[config.mk]
export PLATFORM = sky130hd
export DESIGN_NAME = fxmd_out
export DESIGN_NICKNAME = d
export VERILOG_FILES = /design/src/rtl/core/fxmd_pkg.sv /design/src/rtl/core/fxmd_out.sv
export SDC_FILE = /design/constraint.sdc
export NUM_CORES = 1
export LEC_CHECK = 0
export BUFFER_PORTS_ARGS = -buffer_cell sky130_fd_sc_hd__buf_4
export CAP_MARGIN = 20
export CORE_MARGIN = 2
export CORE_UTILIZATION = 38
export CTS_CLUSTER_SIZE = 8
export DETAILED_ROUTE_END_ITERATION = 7
export HOLD_SLACK_MARGIN = 0.03
export MAX_ROUTING_LAYER = met4
export PLACE_DENSITY_LB_ADDON = 0.1
export SETUP_SLACK_MARGIN = 0.02
export SYNTH_ARGS = -nofsm -noshare
export SYNTH_HDL_FRONTEND = slang
export SYNTH_SLANG_ARGS = --single-unit
[constraint.sdc]
create_clock -name clk -period 4.8 [get_ports clk]
set_clock_uncertainty 0.15 [all_clocks]
set_input_delay 0 -clock clk [delete_from_list [all_inputs] [get_ports clk]]
set_output_delay 0 -clock clk [all_outputs]
set_load 0.01 [all_outputs]
[src/rtl/core/fxmd_pkg.sv]
// Shared types and constants for the Q16.16 multiply/divide pipeline.
// No dependencies; every module of the block imports this package.
`default_nettype none

package fxmd_pkg;

  localparam int DATA_W      = 32;
  localparam int FRAC_BITS   = 16;
  localparam int GUARD_SHIFT = 14;
  localparam int QUO_BITS    = GUARD_SHIFT + FRAC_BITS;

  typedef enum logic {
    KIND_MUL = 1'b0,
    KIND_DIV = 1'b1
  } kind_t;

  localparam logic [DATA_W-1:0] SAT_MIN = {1'b1, {(DATA_W-1){1'b0}}};
  localparam logic [DATA_W-1:0] SAT_MAX = {1'b0, {(DATA_W-1){1'b1}}};

  typedef struct packed {
    logic                valid;
    kind_t               kind;
    logic                sat;
    logic                neg;
    logic [DATA_W-1:0]   rem;
    logic [QUO_BITS-1:0] dvd;
    logic [DATA_W-1:0]   bb;
    logic [DATA_W-1:0]   res;
  } stage_t;

endpackage

`default_nettype wire

[src/rtl/core/fxmd_out.sv]
// Output register: quotient sign, saturation select and response handshake.
// Depends on fxmd_pkg.
`default_nettype none

module fxmd_out
  import fxmd_pkg::*;
(
  input  wire logic              clk,
  input  wire logic              rst,
  input  wire stage_t            d,
  input  wire logic              rsp_ready,
  output      logic              advance,
  output      logic              rsp_valid,
  output      logic [DATA_W-1:0] result,
  output      logic              saturated
);

  logic [DATA_W-1:0] res_next;

  assign advance = ~rsp_valid | rsp_ready;

  always_comb begin
    if (d.kind == KIND_MUL) begin
      res_next = d.res;
    end else if (d.sat) begin
      res_next = d.neg ? SAT_MIN : SAT_MAX;
    end else begin
      res_next = d.neg ? DATA_W'(-d.res) : d.res;
    end
  end

  always_ff @(posedge clk) begin
    if (rst) begin
      rsp_valid <= 1'b0;
    end else if (advance) begin
      rsp_valid <= d.valid;
    end
    if (advance) begin
      result    <= res_next;
      saturated <= d.sat;
    end
  end

endmodule

`default_nettype wire

==> out/summary.log <==
INFO  status         status=complete, no violations
INFO  clock_tree     numCtsBuffers=5
INFO  cells_and_area drive_gt1_frac=0.256
INFO  cells_and_area area_growth_syn_to_layout=41.5%
INFO  drt            dr.first_iter.drc_count=107
INFO  floorplanning  fp.dieW=83.1um
INFO  drt            remaining_design_rule_violation_count=0
INFO  cells_and_area multiInputGateArea=1250squm
INFO  critical_path  worst-path-max-fanout=11
INFO  worst_hold_path worstHoldEndpoint=result[13]
INFO  timing         min_period=2540ps
INFO  synthesis      yosysTopAreaCell=edfxtp_1
INFO  global_routing grt_antenna_before_repair=0
INFO  critical_path  rr_worst_depth=3
INFO  place          place_congestion=0.859
INFO  drt            detail_route.wl_per_cell=15.8um
INFO  synthesis      synth-async-reset-ratio=0
INFO  timing         max_freq=393MHz
INFO  synthesis      avg_cell_area_syn=8.90squm
INFO  critical_path  worstPathRequired=4690ps
INFO  global_routing first_global_vias=2321
INFO  clock_tree     clock_sinks=34
INFO  synthesis      postSynthCellCount=267
INFO  power          power.static_leakage=1.32nW
INFO  floorplanning  placeableCoreArea=5990squm
INFO  floorplanning  io_pins=168
INFO  clock_tree     ctsRootBufferMaster=clkbuf_8
INFO  drt            drt-total-wl=6920um
INFO  timing         finalSetupViolations=0
INFO  synthesis      largest_cells_by_area_after_synthesis=edfxtp_1 42%, nor2_1 7.1%, a21oi_1 3.8%
INFO  timing         slew_headroom=0.559
INFO  drt            post_drt_via_cell_ratio=5.60
INFO  timing         finalHoldViolations=0
INFO  synthesis      synth_ff_type=edfxtp_1
INFO  cells_and_area final_core_util=0.561
INFO  floorplanning  die_y=83.1um
INFO  worst_hold_path hold_class=in -> reg
INFO  job            drv.max_cap_violation_count=0
INFO  timing         post-route-period-util=0.530
INFO  clock_tree     clkLatencyLatePin=280ps
INFO  clock_tree     ctsHtreeMaxLevel=2
INFO  critical_path  critPathCaptureType=flip-flop
INFO  global_routing gr-usage-all-layers=0.209
INFO  critical_path  startpoint_type=input port
INFO  place          detailedPlacementHpwl=4610um
INFO  drt            antenna_violating_nets_left=0
INFO  floorplanning  placement_rows=28
INFO  critical_path  timing.rr.end=rsp_valid
INFO  worst_hold_path worst_hold_path_cell_count=3
INFO  critical_path  critPathArrivalTime=2430ps
INFO  cells_and_area seqCellArea=1010squm
INFO  timing         fin_setup_tns=0ps
INFO  cells_and_area antenna_cells_inserted=0
INFO  cells_and_area n_fill_cell=547
INFO  place          port-buffer-count=73
INFO  clock_tree     cts.reportedPaths.clkPinSlew=70ps
INFO  power          power_after_layout=0.780mW
INFO  critical_path  timing.setup.critical_path_class=in -> reg
INFO  critical_path  r2r_setup_slack=3170ps
INFO  synthesis      post_synth_num_cell_types=52
INFO  synthesis      synth-seq-cells=34
INFO  clock_tree     post_cts_buffers=0
INFO  power          power_density=232nW/um^2
INFO  clock_tree     tritoncts=built
INFO  drt            route.vias.total=2452
INFO  synthesis      synth.top_cell.area_share=0.417
INFO  floorplanning  floorplan.initialDensity=0.397
INFO  timing         timing.final.max_slew_violations=0
INFO  global_routing global_route_wire_length_before_repair=11600um
INFO  synthesis      syn_nets=401
INFO  cells_and_area nets=496
INFO  synthesis      synth-edff-count=33
INFO  synthesis      synth-seq-area-share=0.425
INFO  global_routing grt_max_degree=40
INFO  power          vdd_ir_drop_max=114uV
INFO  timing         max_slew.worst_pin.slew=659ps
INFO  drt            drt_pre_antenna_iters=4
INFO  global_routing gr-total-overflow=0
INFO  timing         rsz0062_at_grt=no
INFO  clock_tree     max-clock-path-buffers=2
INFO  critical_path  r2r-start=rsp_valid
INFO  synthesis      ys_warn_count=0
INFO  synthesis      netlist_area=2380squm
INFO  worst_hold_path timing.hold.worst.start=d[13]
INFO  floorplanning  dieArea=6900squm
layout by cell type (no fill, tap or decap), types with 4 or more instances in the layout:
cell           Yosys  final
buf_4              0     75
nor2_1            45     45
edfxtp_1          33     33
dlygate4sd3_1      0     32
nand2_1           18     18
a21oi_1           18     18
o21ai_0           13     13
nor4_1             9      9
nor3_1             9      9
inv_1              7      7
nand3_1            7      7
a21o_1             7      7
o22ai_1            6      6
clkbuf_8           0      5
a211oi_1           4      4
or4_1              4      4
mux2i_1            4      4
a211o_1            4      4
o32ai_1            4      4
kinds of logic (layout without fill, tap and decap cells):
| logic type | count (synthesis) | count (layout) | share of synthesized area |
|---|---|---|---|
| compound gates | 85 | 85 | 0.239 |
| fa+ha+maj | 1 | 1 | 0.00527 |
| buf+inv | 27 | 123 | 0.0463 |
| flops | 34 | 34 | 0.425 |
| mux | 4 | 4 | 0.0169 |
| simple gates | 116 | 116 | 0.267 |
cells in the mapped netlist (3+ instances only):
cell type / number
a211o_1: 4
a211oi_1: 4
a21o_1: 7
a21oi_1: 18
a31o_2: 3
a31oi_1: 3
clkbuf_1: 18
edfxtp_1: 33
inv_1: 7
mux2i_1: 4
nand2_1: 18
nand2b_1: 3
nand3_1: 7
nor2_1: 45
nor3_1: 9
nor4_1: 9
nor4_4: 3
o21ai_0: 13
o21ai_1: 3
o22ai_1: 6
o31ai_1: 3
o32ai_1: 4
or3_1: 3
or4_1: 4
critical path: stages:
cell	delay, ps
dlygate4sd3_1	530
buf_4	150
nor4_4	520
nand4b_2	410
nor3_2	440
a211oi_1	130
a211o_1	240
per-layer routing:
layer / wire length (um) / GRT usage / vias up
met3: 357 / 0.0378 / 6
met2: 3140 / 0.309 / 79
met4: 55 / 0.0566 / 0
met1: 3370 / 0.296 / 1149
li1: - / - / 1218
met5: 0 / - / -
power breakdown:
part | switching [mW] | internal, mW
Combinational | 0.108 | 0.105
Clock | 0.100 | 0.0996
Sequential | 0.00799 | 0.360
sequential cells by signal, summed over array words and instances (netlist names):
name / count
rsp_valid: 1
result: 32
saturated: 1
what timing repair did:
action,in CTS,in global routing
gates resized for setup,0,0
hold buffers,32,0
endpoints found under the hold margin,31,0
through the flow:
| stage | area, sq um | hold WS (ps) | cells | setup slack [ps] |
|---|---|---|---|---|
| floorplan | 2380 | -80.9 | 267 | 3030 |
| global placement | 2950 | 3.75 | 397 | 2470 |
| detailed placement | 2960 | 7.99 | 398 | 2530 |
| CTS | 3360 | 32.7 | 438 | 2280 |
| global route | 3360 | 48.7 | 438 | 2060 |
| finish | 3360 | 28.2 | 438 | 2260 |
how the worst max path moves through the flow:
stage,from,to,slack [ps],cells past startpoint
floorplan,d[2],result[27],3030,6
global placement,d[127],result[12],2470,5
detailed placement,d[7],result[27],2530,6
CTS,d[7],result[27],2280,7
global route,d[7],result[27],2060,7
finish,d[7],result[27],2260,7
layout make-up:
| type | count | share of cell area |
|---|---|---|
| clock buffer | 6 | 0.0216 |
| clock inverter | 2 | 0.00261 |
| inverter | 7 | 0.00782 |
| multi-input combinational | 206 | 0.373 |
| sequential | 34 | 0.301 |
| tap | 75 | 0.0279 |
| timing repair buffer | 108 | 0.266 |
Note: power is estimated with default switching activity, not from simulation.
