===== src/rtl/core/fxmd_pkg.sv =====
// Shared types and constants for the Q16.16 multiply/divide pipeline.
// No dependencies; every module of the block imports this package.
`default_nettype none

package fxmd_pkg;

  localparam int DATA_W      = 32;
  localparam int FRAC_BITS   = 16;
  localparam int GUARD_SHIFT = 14;
  localparam int QUO_BITS    = GUARD_SHIFT + FRAC_BITS;

  typedef enum logic {
    KIND_MUL = 1'b0,
    KIND_DIV = 1'b1
  } kind_t;

  localparam logic [DATA_W-1:0] SAT_MIN = {1'b1, {(DATA_W-1){1'b0}}};
  localparam logic [DATA_W-1:0] SAT_MAX = {1'b0, {(DATA_W-1){1'b1}}};

  typedef struct packed {
    logic                valid;
    kind_t               kind;
    logic                sat;
    logic                neg;
    logic [DATA_W-1:0]   rem;
    logic [QUO_BITS-1:0] dvd;
    logic [DATA_W-1:0]   bb;
    logic [DATA_W-1:0]   res;
  } stage_t;

endpackage

`default_nettype wire


===== src/rtl/core/fxmd_prep.sv =====
// Entry stage: operand magnitudes, divide guard and multiply partial products.
// Depends on fxmd_pkg.
`default_nettype none

module fxmd_prep
  import fxmd_pkg::*;
(
  input  wire logic                     clk,
  input  wire logic                     rst,
  input  wire logic                     advance,
  input  wire logic                     req_valid,
  input  wire logic                     kind,
  input  wire logic signed [DATA_W-1:0] a,
  input  wire logic signed [DATA_W-1:0] b,
  output      stage_t                   q
);

  logic [DATA_W-1:0]        aa;
  logic [DATA_W-1:0]        bb;
  logic [DATA_W-1:0]        sh;
  logic                     guard;
  logic signed [2*DATA_W-FRAC_BITS:0]   p_lo;
  logic signed [2*DATA_W-FRAC_BITS-1:0] p_hi;
  kind_t                    k;

  always_comb begin
    k     = kind_t'(kind);
    aa    = a[DATA_W-1] ? DATA_W'(-a) : DATA_W'(a);
    bb    = b[DATA_W-1] ? DATA_W'(-b) : DATA_W'(b);
    sh    = DATA_W'($signed(aa) >>> GUARD_SHIFT);
    guard = sh >= bb;
    p_lo  = $signed(a) * $signed({1'b0, b[FRAC_BITS-1:0]});
    p_hi  = $signed(a) * $signed(b[DATA_W-1:FRAC_BITS]);
  end

  always_ff @(posedge clk) begin
    if (rst) begin
      q.valid <= 1'b0;
    end else if (advance) begin
      q.valid <= req_valid;
    end
    if (advance) begin
      q.kind <= k;
      q.sat  <= (k == KIND_DIV) && guard;
      q.neg  <= a[DATA_W-1] ^ b[DATA_W-1];
      q.bb   <= bb;
      q.dvd  <= {aa[GUARD_SHIFT-1:0], FRAC_BITS'(0)};
      if (k == KIND_MUL) begin
        q.res <= p_hi[DATA_W-1:0];
        q.rem <= p_lo[DATA_W+FRAC_BITS-1:FRAC_BITS];
      end else begin
        q.res <= '0;
        q.rem <= sh;
      end
    end
  end

endmodule

`default_nettype wire


===== config.mk =====
export PLATFORM = sky130hd
export DESIGN_NAME = fxmd_prep
export DESIGN_NICKNAME = d
export VERILOG_FILES = /design/src/rtl/core/fxmd_pkg.sv /design/src/rtl/core/fxmd_prep.sv
export SDC_FILE = /design/constraint.sdc
export NUM_CORES = 2
export LEC_CHECK = 0
export CAP_MARGIN = 10
export CORE_ASPECT_RATIO = 1.2
export CORE_MARGIN = 3
export CORE_UTILIZATION = 61
export DETAILED_ROUTE_END_ITERATION = 6
export DONT_BUFFER_PORTS = 1
export PLACE_DENSITY = 0.88
export SETUP_SLACK_MARGIN = 0.3
export SKIP_LAST_GASP = 1
export SLEW_MARGIN = 25
export SYNTH_ARGS = -nofsm -noshare
export SYNTH_HDL_FRONTEND = slang
export SYNTH_SLANG_ARGS = --single-unit

===== constraint.sdc =====
create_clock -name clk -period 7.2 [get_ports clk]
set_input_delay 0.36 -clock clk [delete_from_list [all_inputs] [get_ports clk]]
set_output_delay 0.36 -clock clk [all_outputs]
set_load 0.05 [all_outputs]

==> run_results.csv <==
group,metric,value,unit
outcome,status,"finished clean",
clock_tree,clock_latency,0.48,ns
synthesis,synth-edff-count,113,
route,vias,26400,
route,viasPerCell,5.91,
finish,largest_register_ffs,114,
timing,finalClockSkew,0,ns
synthesis,synth_warnings,0,
setup_path,crit_top_cell,"fa_1",
setup_path,r2r_slack,6.27,ns
synthesis,synth-simple-area-share,0.159,
setup_path,critPathMaxStageDelay,0.65,ns
setup_path,cp.arrival,6.63,ns
global_routing,track_usage,0.322,
worst_hold_path,hold_depth,2,
global_routing,grt_max_degree,99,
synthesis,async_reset_ff_frac,0,
synthesis,netlist_area,35400,µm²
floorplanning,coreArea,57300,µm²
floorplanning,initial_utilization,0.618,
synthesis,synthMuxAreaShare,0.000566,
route,firstDrtPassIters,7,
clock_tree,ctsRootBufferMaster,"clkbuf_16",
finish,layout.cells.most_common,"inv_1",
clock_tree,cts_sinks,114,
worst_hold_path,min_path_type,"in2reg",
setup_path,crit_type,"in2reg",
setup_path,crit_path_max_fanout,34,
timing,hold_viol,0,
timing,worst_slew_pin_slew,1.03,ns
timing,holdWs,0.0383,ns
route,drc_errors,0,
setup_path,worst_r2r_path_depth,2,
timing,period_share,0.890,
global_routing,grt_pass1_vias,29200,
timing,fin_tns_setup,0,ns
route,wire_per_inst,20.9,µm
route,ant_nets,0,
synthesis,ys_types,67,
floorplanning,ioPinCount,199,
timing,worst_slack,0.794,ns
placed_design,preCtsSetupSlack,0.450,ns
finish,syn2layout_area_growth,1.98,%
global_routing,overflow,0,
setup_path,start_kind,"input port",
synthesis,synth_xor_xnor_area_share,0.0376,
placed_design,routabilityCongestion,0.909,
synthesis,ys_seq_area_frac,0.0965,
setup_path,end_kind,"flop",
floorplanning,row_count,96,
clock_tree,cts_tree,"done",
finish,top_register,"q",
synthesis,synth_top_family_by_area,"adder cells",
finish,layout_common_cells,"inv_1 (962), fa_1 (786), nand2_1 (534), and2_1 (404), ha_1 (238)",
global_routing,grt_pass1_wl,152000,µm
setup_path,cp_cell_sequence,"and2_1 -> fa_1 -> inv_1 -> fa_1 -> fa_1 -> inv_1 -> fa_1 -> fa_1 -> inv_1 -> fa_1 -> inv_1 -> ha_1 -> nand3_1 -> or3b_2 -> o21ai_0 -> a31oi_1 -> o41ai_1 -> a21oi_1 -> xor2_1 -> a21oi_1",
setup_path,r2r_end,"q[129]",
floorplanning,die_x,226,µm
synthesis,synth_area_per_cell,9.07,µm²
finish,nNetsFinal,4801,
synthesis,synth_compound_area_frac,0.0479,
setup_path,r2r-start,"q[129]",
floorplanning,die_h,270,µm
worst_hold_path,min_from,"req_valid",
clock_tree,cts_buffer_depth,2,
synthesis,synth_fa_ha_area_frac,0.529,
setup_path,slowest_stage,"o21ai_0",
timing,slew_headroom,0.313,
finish,top_regs,"q (114)",
timing,fmax,0.156,GHz
finish,fillCellCount,4268,
route,drtIter0Drc,2253,
run,drv_cap,0,
finish,drive_gt1_frac,0.0148,
placed_design,portBuffers,0,
placed_design,hpwl,69000,µm
timing,setup_violations,0,
clock_tree,clk_transition_reported_paths,0.06,ns
worst_hold_path,worstHoldEndpoint,"q[129]",
global_routing,antenna_found_initial,1,
clock_tree,cts_inserted_buffers,17,
floorplanning,die_area,60900,µm²
timing,period_needed,6.41,ns
route,finalWirelength,93000,µm
clock_tree,h-tree-depth,4,
setup_path,cp.required,7.42,ns
synthesis,synthCells,3903,
synthesis,synthFlopType,"edfxtp_1",
timing,rsz0062_at_grt,"no",
timing,slew_viol_final,0,
synthesis,ys_ff_latch,114,
==> through the flow <==
step	instance area, µm²	std cells	utilization
6_report	36100	4458	0.630
5_1_grt	36100	4456	0.630
4_1_cts	36100	4456	0.630
3_5_place_dp	35500	4419	0.619
3_3_place_gp	35500	4419	0.619
2_1_floorplan	35400	3918	-
==> routing by layer <==
layer | global-route usage | share of wire | wire length, µm
met5 | 0 | 0 | 0
met2 | 0.531 | 0.49 | 45100
met3 | 0.0888 | 0.11 | 10600
met1 | 0.374 | 0.33 | 30700
met4 | 0.191 | 0.070 | 6490
==> synthesized netlist by cell type, types with 3 or more instances <==
cell	instances	area, µm²
o21bai_1	3	22.5
nor2_1	84	315
or4_4	3	33.8
nor2b_1	11	68.8
xor2_1	48	420
nand3_1	13	65.1
or3_1	8	50.1
and2_1	404	2530
clkbuf_1	207	777
o41ai_1	10	87.6
a21oi_1	66	330
a21o_1	39	293
o211ai_1	7	52.6
o21ai_0	67	335
a2111oi_0	3	26.3
o21a_1	9	67.6
fa_1	786	15700
nand4_1	14	87.6
inv_1	962	3610
and3_1	8	50.1
xnor2_1	104	911
a31oi_1	12	75.1
edfxtp_1	113	3390
buf_1	16	60.1
nor3_1	18	90.1
nand2b_1	14	87.6
nor4_1	6	37.5
and4_1	6	52.6
a211oi_1	10	75.1
or4_1	10	75.1
o31ai_1	15	113
nand2_1	534	2000
buf_4	16	120
ha_1	238	2980
==> kinds of logic after synthesis <==
group	after synthesis
xor gates and xnor gates	152
and+or+nand+nor	1142
AOI/OAI and AO/OA	265
other	1
muxes	2
adders and majority gates	1024
buffers and inverters	1203
DFF	114
==> layout make-up <==
| type | instances | area, µm² | area share |
|---|---|---|---|
| Antenna cell | 2 | 5.00 | 0.000139 |
| Clock buffer | 17 | 425 | 0.0118 |
| Clock inverter | 15 | 155 | 0.00430 |
| Inverter | 963 | 3610 | 0.100 |
| Multi-Input combinational cell | 2601 | 27500 | 0.761 |
| Sequential cell | 114 | 3410 | 0.0946 |
| Tap cell | 735 | 920 | 0.0255 |
| Timing Repair Buffer | 11 | 95.1 | 0.00264 |
==> critical path, delay by kind of cell <==
family / cells / cell delay [ns]
adders and majority gates: 7 / 3.39
AOI/OAI and AO/OA: 5 / 1.75
and+or+nand+nor: 3 / 0.74
buffers and inverters: 4 / 0.20
xor gates and xnor gates: 1 / 0.16
==> how the worst max path moves through the flow <==
stage,startpoint,to,slack [ns],depth (start not counted)
finish,b[5],q[115],0.79,20
global route,b[11],q[115],0.62,20
CTS,b[5],q[115],0.92,20
detailed placement,b[11],q[115],0.45,20
global placement,b[5],q[115],0.50,20
floorplan,b[3],q[119],0.46,23
==> repair_timing <==
item / in CTS / in global routing
buffers inserted: 0 / 0
setup endpoints to repair: 0 / 0
endpoints found under the hold margin: 21 / 0
hold buffers: 5 / 0
resized for setup: 0 / 0
Power is left out: the tool's default activity adds up to more than one toggle a clock period on the data nets, which glitch-free logic cannot reach.
