## src/rtl/core/fxmd_pkg.sv

```systemverilog
// Shared types and constants for the Q16.16 multiply/divide pipeline.
// No dependencies; every module of the block imports this package.
`default_nettype none

package fxmd_pkg;

  localparam int DATA_W      = 32;
  localparam int FRAC_BITS   = 16;
  localparam int GUARD_SHIFT = 14;
  localparam int QUO_BITS    = GUARD_SHIFT + FRAC_BITS;

  typedef enum logic {
    KIND_MUL = 1'b0,
    KIND_DIV = 1'b1
  } kind_t;

  localparam logic [DATA_W-1:0] SAT_MIN = {1'b1, {(DATA_W-1){1'b0}}};
  localparam logic [DATA_W-1:0] SAT_MAX = {1'b0, {(DATA_W-1){1'b1}}};

  typedef struct packed {
    logic                valid;
    kind_t               kind;
    logic                sat;
    logic                neg;
    logic [DATA_W-1:0]   rem;
    logic [QUO_BITS-1:0] dvd;
    logic [DATA_W-1:0]   bb;
    logic [DATA_W-1:0]   res;
  } stage_t;

endpackage

`default_nettype wire

```

## src/rtl/core/fxmd_div_step.sv

```systemverilog
// One restoring-division stage: one quotient bit per stage.
// Multiply beats fold their partial products here and then pass unchanged.
// Depends on fxmd_pkg.
`default_nettype none

module fxmd_div_step
  import fxmd_pkg::*;
(
  input  wire logic   clk,
  input  wire logic   rst,
  input  wire logic   advance,
  input  wire stage_t d,
  output      stage_t q
);

  logic [DATA_W:0] trial;
  logic [DATA_W:0] diff;
  logic            ge;

  always_comb begin
    trial = {d.rem, d.dvd[QUO_BITS-1]};
    diff  = trial - {1'b0, d.bb};
    ge    = ~diff[DATA_W];
  end

  always_ff @(posedge clk) begin
    if (rst) begin
      q.valid <= 1'b0;
    end else if (advance) begin
      q.valid <= d.valid;
    end
    if (advance) begin
      q.kind <= d.kind;
      q.sat  <= d.sat;
      q.neg  <= d.neg;
      q.bb   <= d.bb;
      q.dvd  <= {d.dvd[QUO_BITS-2:0], 1'b0};
      if (d.kind == KIND_MUL) begin
        q.res <= d.res + d.rem;
        q.rem <= '0;
      end else begin
        q.res <= {d.res[DATA_W-2:0], ge};
        q.rem <= ge ? diff[DATA_W-1:0] : trial[DATA_W-1:0];
      end
    end
  end

endmodule

`default_nettype wire

```

## config.mk

```make
export PLATFORM = sky130hd
export DESIGN_NAME = fxmd_div_step
export DESIGN_NICKNAME = d
export VERILOG_FILES = /design/src/rtl/core/fxmd_pkg.sv /design/src/rtl/core/fxmd_div_step.sv
export SDC_FILE = /design/constraint.sdc
export NUM_CORES = 1
export LEC_CHECK = 0
export BUFFER_PORTS_ARGS = -buffer_cell sky130_fd_sc_hd__buf_2
export CORE_UTILIZATION = 45
export DETAILED_ROUTE_END_ITERATION = 7
export PLACE_DENSITY = 0.72
export SETUP_SLACK_MARGIN = 0.2
export SLEW_MARGIN = 25
export SYNTH_ARGS = -nofsm -noshare
export SYNTH_HDL_FRONTEND = slang
export SYNTH_SLANG_ARGS = --single-unit
```

## constraint.sdc

```tcl
create_clock -name clk -period 4.55 [get_ports clk]
set_clock_uncertainty 0.2 [all_clocks]
set_input_delay 0.455 -clock clk [delete_from_list [all_inputs] [get_ports clk]]
set_output_delay 0.455 -clock clk [all_outputs]
set_load 0.02 [all_outputs]
```

==> results of run 1 <==
per-layer routing:
| metal | wire (um) | vias to the layer above | GRT usage |
|---|---|---|---|
| met5 | 0 | - | 0 |
| met3 | 1517 | 34 | 0.04296 |
| met4 | 425 | 0 | 0.09341 |
| li1 | - | 3484 | - |
| met2 | 10360 | 254 | 0.3855 |
| met1 | 9920 | 3265 | 0.3139 |
cells by family after synthesis:
| group | after synthesis | share of synthesized area |
|---|---|---|
| flops | 129 | 0.4715 |
| fa+ha+maj | 65 | 0.1011 |
| simple gates | 203 | 0.1139 |
| other cells | 1 | 0.0004576 |
| mux | 26 | 0.03191 |
| xor+xnor | 54 | 0.05772 |
| compound gates | 234 | 0.1813 |
| buf+inv | 73 | 0.04214 |
area by class of cell:
cell class	count	area share
repair buffers	289	0.1520
flip-flops and latches	129	0.3687
multi-input cells	583	0.3803
inverters	51	0.01827
well taps	225	0.02687
clock inverters	14	0.01325
clock buffers	17	0.04060
report_power, final:
group	internal (mW)	total (mW)	leakage (nW)	switching (mW)
Sequential	1.46	1.49	1.26	0.0300
Combinational	0.411	1.05	3.22	0.642
Clock	0.798	1.33	0.266	0.528
cells in the mapped netlist, types with 3 or more instances:
library cell  instances
edfxtp_1            128
o21ai_0              76
nand2_1              71
a21oi_1              64
ha_1                 63
nor2_1               60
inv_1                51
xnor2_1              28
xor2_1               26
mux2i_1              25
a21o_1               22
clkbuf_1             15
nand3_1              14
nand4_1              11
nor3_1               11
o21a_1               11
nor2b_1               7
o211ai_1              6
o21bai_1              6
nand2b_1              5
o22ai_1               5
o31ai_1               5
buf_12                4
nor3b_1               4
a211o_1               3
a21o_2                3
a221oi_1              3
a41oi_1               3
and2_1                3
and3_1                3
o211a_1               3
o31a_1                3
or3_1                 3
metrics by stage:
stage / instances / worst slack, ps / cell area [um2] / hold WS [ps]
floorplan: 785 / 1036 / 8194 / 327.4
global placement: 1254 / 758.8 / 9684 / 270.5
detailed placement: 1254 / 620.2 / 9684 / 280.6
CTS: 1308 / 1043 / 10480 / 0.1676
global route: 1308 / 892.0 / 10480 / 4.370
finish: 1308 / 1042 / 10480 / 11.23
worst max-delay path by stage:
stage	startpoint	endpoint	slack [ps]	cells past startpoint
global placement	d[93]	q[99]	760	14
global route	d[93]	q[110]	890	14
detailed placement	d[93]	q[114]	620	14
floorplan	d[93]	q[121]	1040	14
finish	d[32]	q[114]	1040	13
CTS	d[93]	q[114]	1040	14
==> summary.md, run 1 <==
| Metric | Value |
|---|---|
| Status | `completed` |
| Peak VDD IR | `0.0002414 V` |
| Final period util | `0.7710` |
| Post_cts resized | `0` |
| Final max-slew violation count | `0` |
| Yosys Warn Count | `0` |
| Synthesized instance count | `785` |
| Area of the multi-input gates | `0.003985 mm2` |
| Max FFs per register | `129` |
| Clock net sink count | `129` |
| Cell area power density | `368.8 mW/mm2` |
| Worst Hold End | `q[65]` |
| Crit path max-delay cell type | `or4_4` |
| Hold Startpoint | `d[64]` |
| Largest net degree at the start of global routing | `110` |
| Worst Reg-to-Reg Cells | `2` |
| FF+latch count, synth | `129` |
| Mean Syn Cell Area | `10.44 um2` |
| # setup viols final | `0` |
| Area growth syn-to-layout | `27.88%` |
| Ys async rst share | `0` |
| CTS Hold Bufs | `23` |
| Post-synth top area share | `0.4691` |
| Critical path's most frequent cell | `o31a_1` |
| CTS tree | `built` |
| Vias in the first global route | `6723` |
| Max transition margin | `0.3204` |
| Crit path max-delay family | `simple AND/OR/NAND/NOR gates` |
| Reg with most FFs | `q` |
| Leakage power figure | `4.746 nW` |
| Power, Total | `3.864 mW` |
| DP Wirelength | `16.76 mm` |
| # diodes | `0` |
| Initial antenna violation count | `0` |
| DRT Wirelength | `22.22 mm` |
| # Post-CTS Setup Buffers | `0` |
| # IOs | `263` |
| F_max | `285.1 MHz` |
| Die X | `136.9 um` |
| Final net count | `1269` |
| Worst Tran Pin Value | `1019 ps` |
| Setup TNS | `0 ps` |
| Die area | `0.01875 mm2` |
| Routed WL per cell | `16.99 um` |
| Tmin final | `3508 ps` |
| Layout cells sized above 1 | `0.2862` |
| Worst path required time | `4610 ps` |
| Core area | `0.01754 mm2` |
| Initial Utilization | `0.4673` |
| Remaining DRCs | `0` |
| Chip height | `136.9 um` |
| H-tree levels | `4` |
| CTS Buf Count | `17` |
| Most frequent cells in the layout | `260 x buf_2, 128 x edfxtp_1, 76 x o21ai_0` |
| # rows | `48` |
| RSZ-0062 raised after global routing | `false` |
| Crit path capture type | `flip-flop` |
| Via count | `7037` |
| Root Buffer | `clkbuf_16` |
| Critical setup path kind | `input pin to flip-flop` |
| Max stage delay on crit path | `540 ps` |
| Crit path max fanout | `34` |
| Remaining Overflow, GRT | `0` |
| Commonest non-fill, non-tap cell in the layout | `buf_2` |
| Cell area after synthesis | `0.008194 mm2` |
| Crit path buffers/inverters | `2` |
| Final core occ | `0.5975` |
| Syn Nets | `983` |
| Worst min path class | `input pin to flip-flop` |
| RR Endpoint | `q[129]` |
| FF-to-FF setup slack | `3770 ps` |
| Yosys top cell by area | `edfxtp_1` |
| Antenna violation net count after detailed routing | `0` |
| CP Data Arrival Time | `3570 ps` |
| First-pass GRT wire length | `33.68 mm` |
| CP Cell Sequence | `buf_2, ha_1, fa_1, and2b_1, o31a_1, o211a_4, a31oi_4, o31a_1, or4_4, nand3_2, buf_12, nand2_1, o22ai_1` |
| Hold Crit Depth | `1` |
| RR Startpoint | `q[129]` |
| DRT iter0 DRCs | `385` |
| Seq. cell area | `0.003864 mm2` |
| Worst-skew pair later-pin latency | `430 ps` |
| First-pass DRT Iterations | `5` |
| Clock slew at reported path FFs | `60 ps` |
| Largest regs | `q x129` |
| Main synth FF type | `edfxtp_1` |
| Max Cap Viol | `0` |
| Drt via density | `5.380` |
| Synth cell types | `63` |
| Endpoints failing hold | `0` |
| Gp weighted congestion | `0.8583` |
| FILL cells | `1514` |
| EDFF count, synth | `128` |
| Port Buffers | `261` |
| Post-synthesis sequential area ratio | `0.4715` |
| CP Launch Type | `input pin` |
| All-Layer GR Usage | `0.2379` |
| CTS max path bufs | `2` |
| Top post-synthesis cells by area | `edfxtp_1 47%, ha_1 9.6%, o21ai_0 4.6%` |
(Power assumes the default switching activity.)
==> run 2: changes to the inputs <==
--- a/config.mk
+++ b/config.mk
@@ -5,10 +5,11 @@
 export SDC_FILE = /design/constraint.sdc
 export NUM_CORES = 1
 export LEC_CHECK = 0
+export ABC_AREA = 1
 export BUFFER_PORTS_ARGS = -buffer_cell sky130_fd_sc_hd__buf_2
 export CORE_UTILIZATION = 45
 export DETAILED_ROUTE_END_ITERATION = 7
-export PLACE_DENSITY = 0.72
+export PLACE_DENSITY = 0.73
 export SETUP_SLACK_MARGIN = 0.2
 export SLEW_MARGIN = 25
 export SYNTH_ARGS = -nofsm -noshare
==> constraint.sdc (replaced) <==
create_clock -name clk -period 3.2 [get_ports clk]
set_clock_uncertainty 0.2 [all_clocks]
set_input_delay 0.32 -clock clk [delete_from_list [all_inputs] [get_ports clk]]
set_output_delay 0.32 -clock clk [all_outputs]
set_load 0.02 [all_outputs]
==> summary.md, run 2 <==
| Metric | Value |
|---|---|
| Status | `completed` |
| Fin cells | `1938` |
| Antenna violation net count after detailed routing | `0` |
| Initial Utilization | `0.4640` |
| Vias in the first global route | `9473` |
| Worst min path class | `input pin to flip-flop` |
| Peak VDD IR | `0.0003606 V` |
| FF+latch count, synth | `129` |
| # rows | `52` |
| RR Endpoint | `q[129]` |
| CTS tree | `built` |
| Post-synth top cells | `470 x nand2_1, 191 x inv_1, 150 x nor2_1, 128 x edfxtp_1, 67 x nand3_1` |
| Worst Hold End | `q[30]` |
| Min Hold Slack | `4.532 ps` |
| Drt via density | `5.086` |
| Top post-synthesis cells by area | `edfxtp_1 41%, nand2_1 19%, ha_1 8.3%` |
| Yosys Warn Count | `0` |
| Initial antenna violation count | `1` |
| Crit path capture type | `flip-flop` |
| Comb pwr share | `0.298` |
| DRT iter0 DRCs | `637` |
| Tmin final | `2864 ps` |
| Largest family of logic cells by synthesized area | `simple AND/OR/NAND/NOR gates` |
| CP Data Arrival Time | `2860 ps` |
| Max FFs per register | `129` |
| Place WS | `330.7 ps` |
| Most frequent cell after synthesis | `nand2_1` |
| CTS max path bufs | `2` |
| Area growth syn-to-layout | `34.39%` |
| Worst-skew pair later-pin latency | `430 ps` |
| Cell area power density | `472.3 mW/mm2` |
| DP Wirelength | `24.76 mm` |
| Largest regs | `q x129` |
| Die X | `147.1 um` |
| Remaining Overflow, GRT | `0` |
| Worst Reg-to-Reg Cells | `3` |
| Clock Power Share | `0.352` |
| Layout cells sized above 1 | `0.2112` |
| Syn Nets | `1492` |
| Via count | `9857` |
| Setup TNS | `0 ps` |
| Port Buffers | `261` |
| Final core occ | `0.6237` |
| # setup viols final | `0` |
| Cell-internal power | `3.938 mW` |
| Critical setup path kind | `input pin to flip-flop` |
| Root Buffer | `clkbuf_16` |
| Post-synthesis sequential area ratio | `0.4075` |
| Clock slew at reported path FFs | `70 ps` |
| FF-to-FF setup slack | `1790 ps` |
| CTS Buf Count | `17` |
| Max transition margin | `0.5815` |
| F_max | `349.2 MHz` |
| Post-synth top area share | `0.4054` |
| Synthesized instance count | `1294` |
| Chip height | `147.1 um` |
| Adder-Cell Fraction of Synth Area | `0.08737` |
| Leakage power figure | `6.576 nW` |
| DRT Wirelength | `32.93 mm` |
| Final period util | `0.8950` |
| EDFF count, synth | `128` |
| H-tree levels | `4` |
| All-Layer GR Usage | `0.2951` |
| Crit path max fanout | `8` |
| Commonest non-fill, non-tap cell in the layout | `nand2_1` |
| Synth Area in Simple Gates | `0.3339` |
| Most frequent cells in the layout | `470 x nand2_1, 260 x buf_2, 190 x inv_1` |
| Cell area after synthesis | `0.009480 mm2` |
| RSZ-0062 raised after global routing | `true` |
| Final max-slew violation count | `0` |
| Clock net sink count | `129` |
| First-pass GRT wire length | `48.43 mm` |
| Final net count | `1852` |
| Main synth FF type | `edfxtp_1` |
| Power, Total | `6.017 mW` |
| Ys async rst share | `0` |
| Post-synthesis mux area share | `0.001056` |
| Post-Synth XOR/XNOR Area | `0.01940` |
| Mean Syn Cell Area | `7.326 um2` |
| Compound-Gate Fraction of Synth Area | `0.06229` |
| Sw Share | `0.3455` |
| Hold Startpoint | `d[29]` |
| Reg with most FFs | `q` |
| Largest net degree at the start of global routing | `82` |
| Placed Cells incl. Taps | `1814` |
| Synth cell types | `39` |
| Cell Area, Placed | `0.01108 mm2` |
| Remaining DRCs | `0` |
| Yosys top cell by area | `edfxtp_1` |
| # IOs | `263` |
| Routed WL per cell | `16.99 um` |
| Reg power frac | `0.350` |
| Post-route setup slack | `336.0 ps` |
| RR Startpoint | `q[129]` |
| Hold Crit Depth | `3` |
| Die area | `0.02165 mm2` |
| Core area | `0.02043 mm2` |
| First-pass DRT Iterations | `6` |
| Max Cap Viol | `0` |
| Gp weighted congestion | `0.9783` |
| CP Launch Type | `input pin` |
| Worst Tran Pin Value | `627.8 ps` |
| Final instance area | `0.01274 mm2` |
| Endpoints failing hold | `0` |
| Net switching power | `2.079 mW` |
| Worst path required time | `3190 ps` |
==> run 2: power groups by stage <==
stage	combinational [mW]	clock, mW	sequential (mW)
global route	1.96	2.20	2.12
CTS	1.70	2.14	2.10
detailed placement	1.61	0	2.14
global placement	1.61	0	2.14
floorplan	0.845	0	2.36
finish	1.79	2.12	2.11
==> run 2: cell families after synthesis <==
kind of cell / count (synthesis)
flip-flops: 129
other: 1
buffers and inverters: 210
AO/OA/AOI/OAI: 108
XOR/XNOR: 21
adder cells (fa/ha/maj): 65
multiplexers: 1
AND/OR/NAND/NOR: 759
==> run 2: how the worst max path moves through the flow <==
stage,from,end,slack [ps],cells past startpoint
floorplan,d[93],q[102],760,16
global placement,d[93],q[124],410,18
detailed placement,d[93],q[118],330,18
CTS,d[32],q[124],220,18
global route,d[32],q[95],180,18
finish,d[51],q[122],340,17
==> run 2: area by class of cell <==
| cell class | instances | area, um2 |
|---|---|---|
| fill | 1865 | 7689 |
| multi-input combinational | 961 | 4949 |
| sequential | 129 | 3864 |
| timing repair buffer | 351 | 2240 |
| inverter | 194 | 728.2 |
| clock buffer | 17 | 425.4 |
| tap | 270 | 337.8 |
| clock inverter | 15 | 195.2 |
| antenna | 1 | 2.502 |
==> run 2: timing repair <==
item	in CTS	in global routing
endpoints found under the hold margin	81	0
endpoints found under the setup margin	0	33
hold buffers	82	0
buffers inserted	0	3
gates resized for setup	0	15
==> run 2: metal layers <==
metal  global-route usage  wire length, um
met1               0.3707            13690
met2               0.5125            15740
met3              0.04410             2417
met4               0.1072             1088
met5                    0                0
==> run 2: worst max-delay path, stage by stage <==
cell and delay [ps]:
dlygate4sd3_1 560, buf_2 130, inv_1 60, ha_1 370, nand2_1 100, nand2_1 90, inv_1 60, nand2_1 70
nand2_1 60, nand2_1 100, a21oi_4 250, nand3_4 220, buf_12 190, nand2_8 110, nand2_1 70, nand2_1 60
nor2_1 40
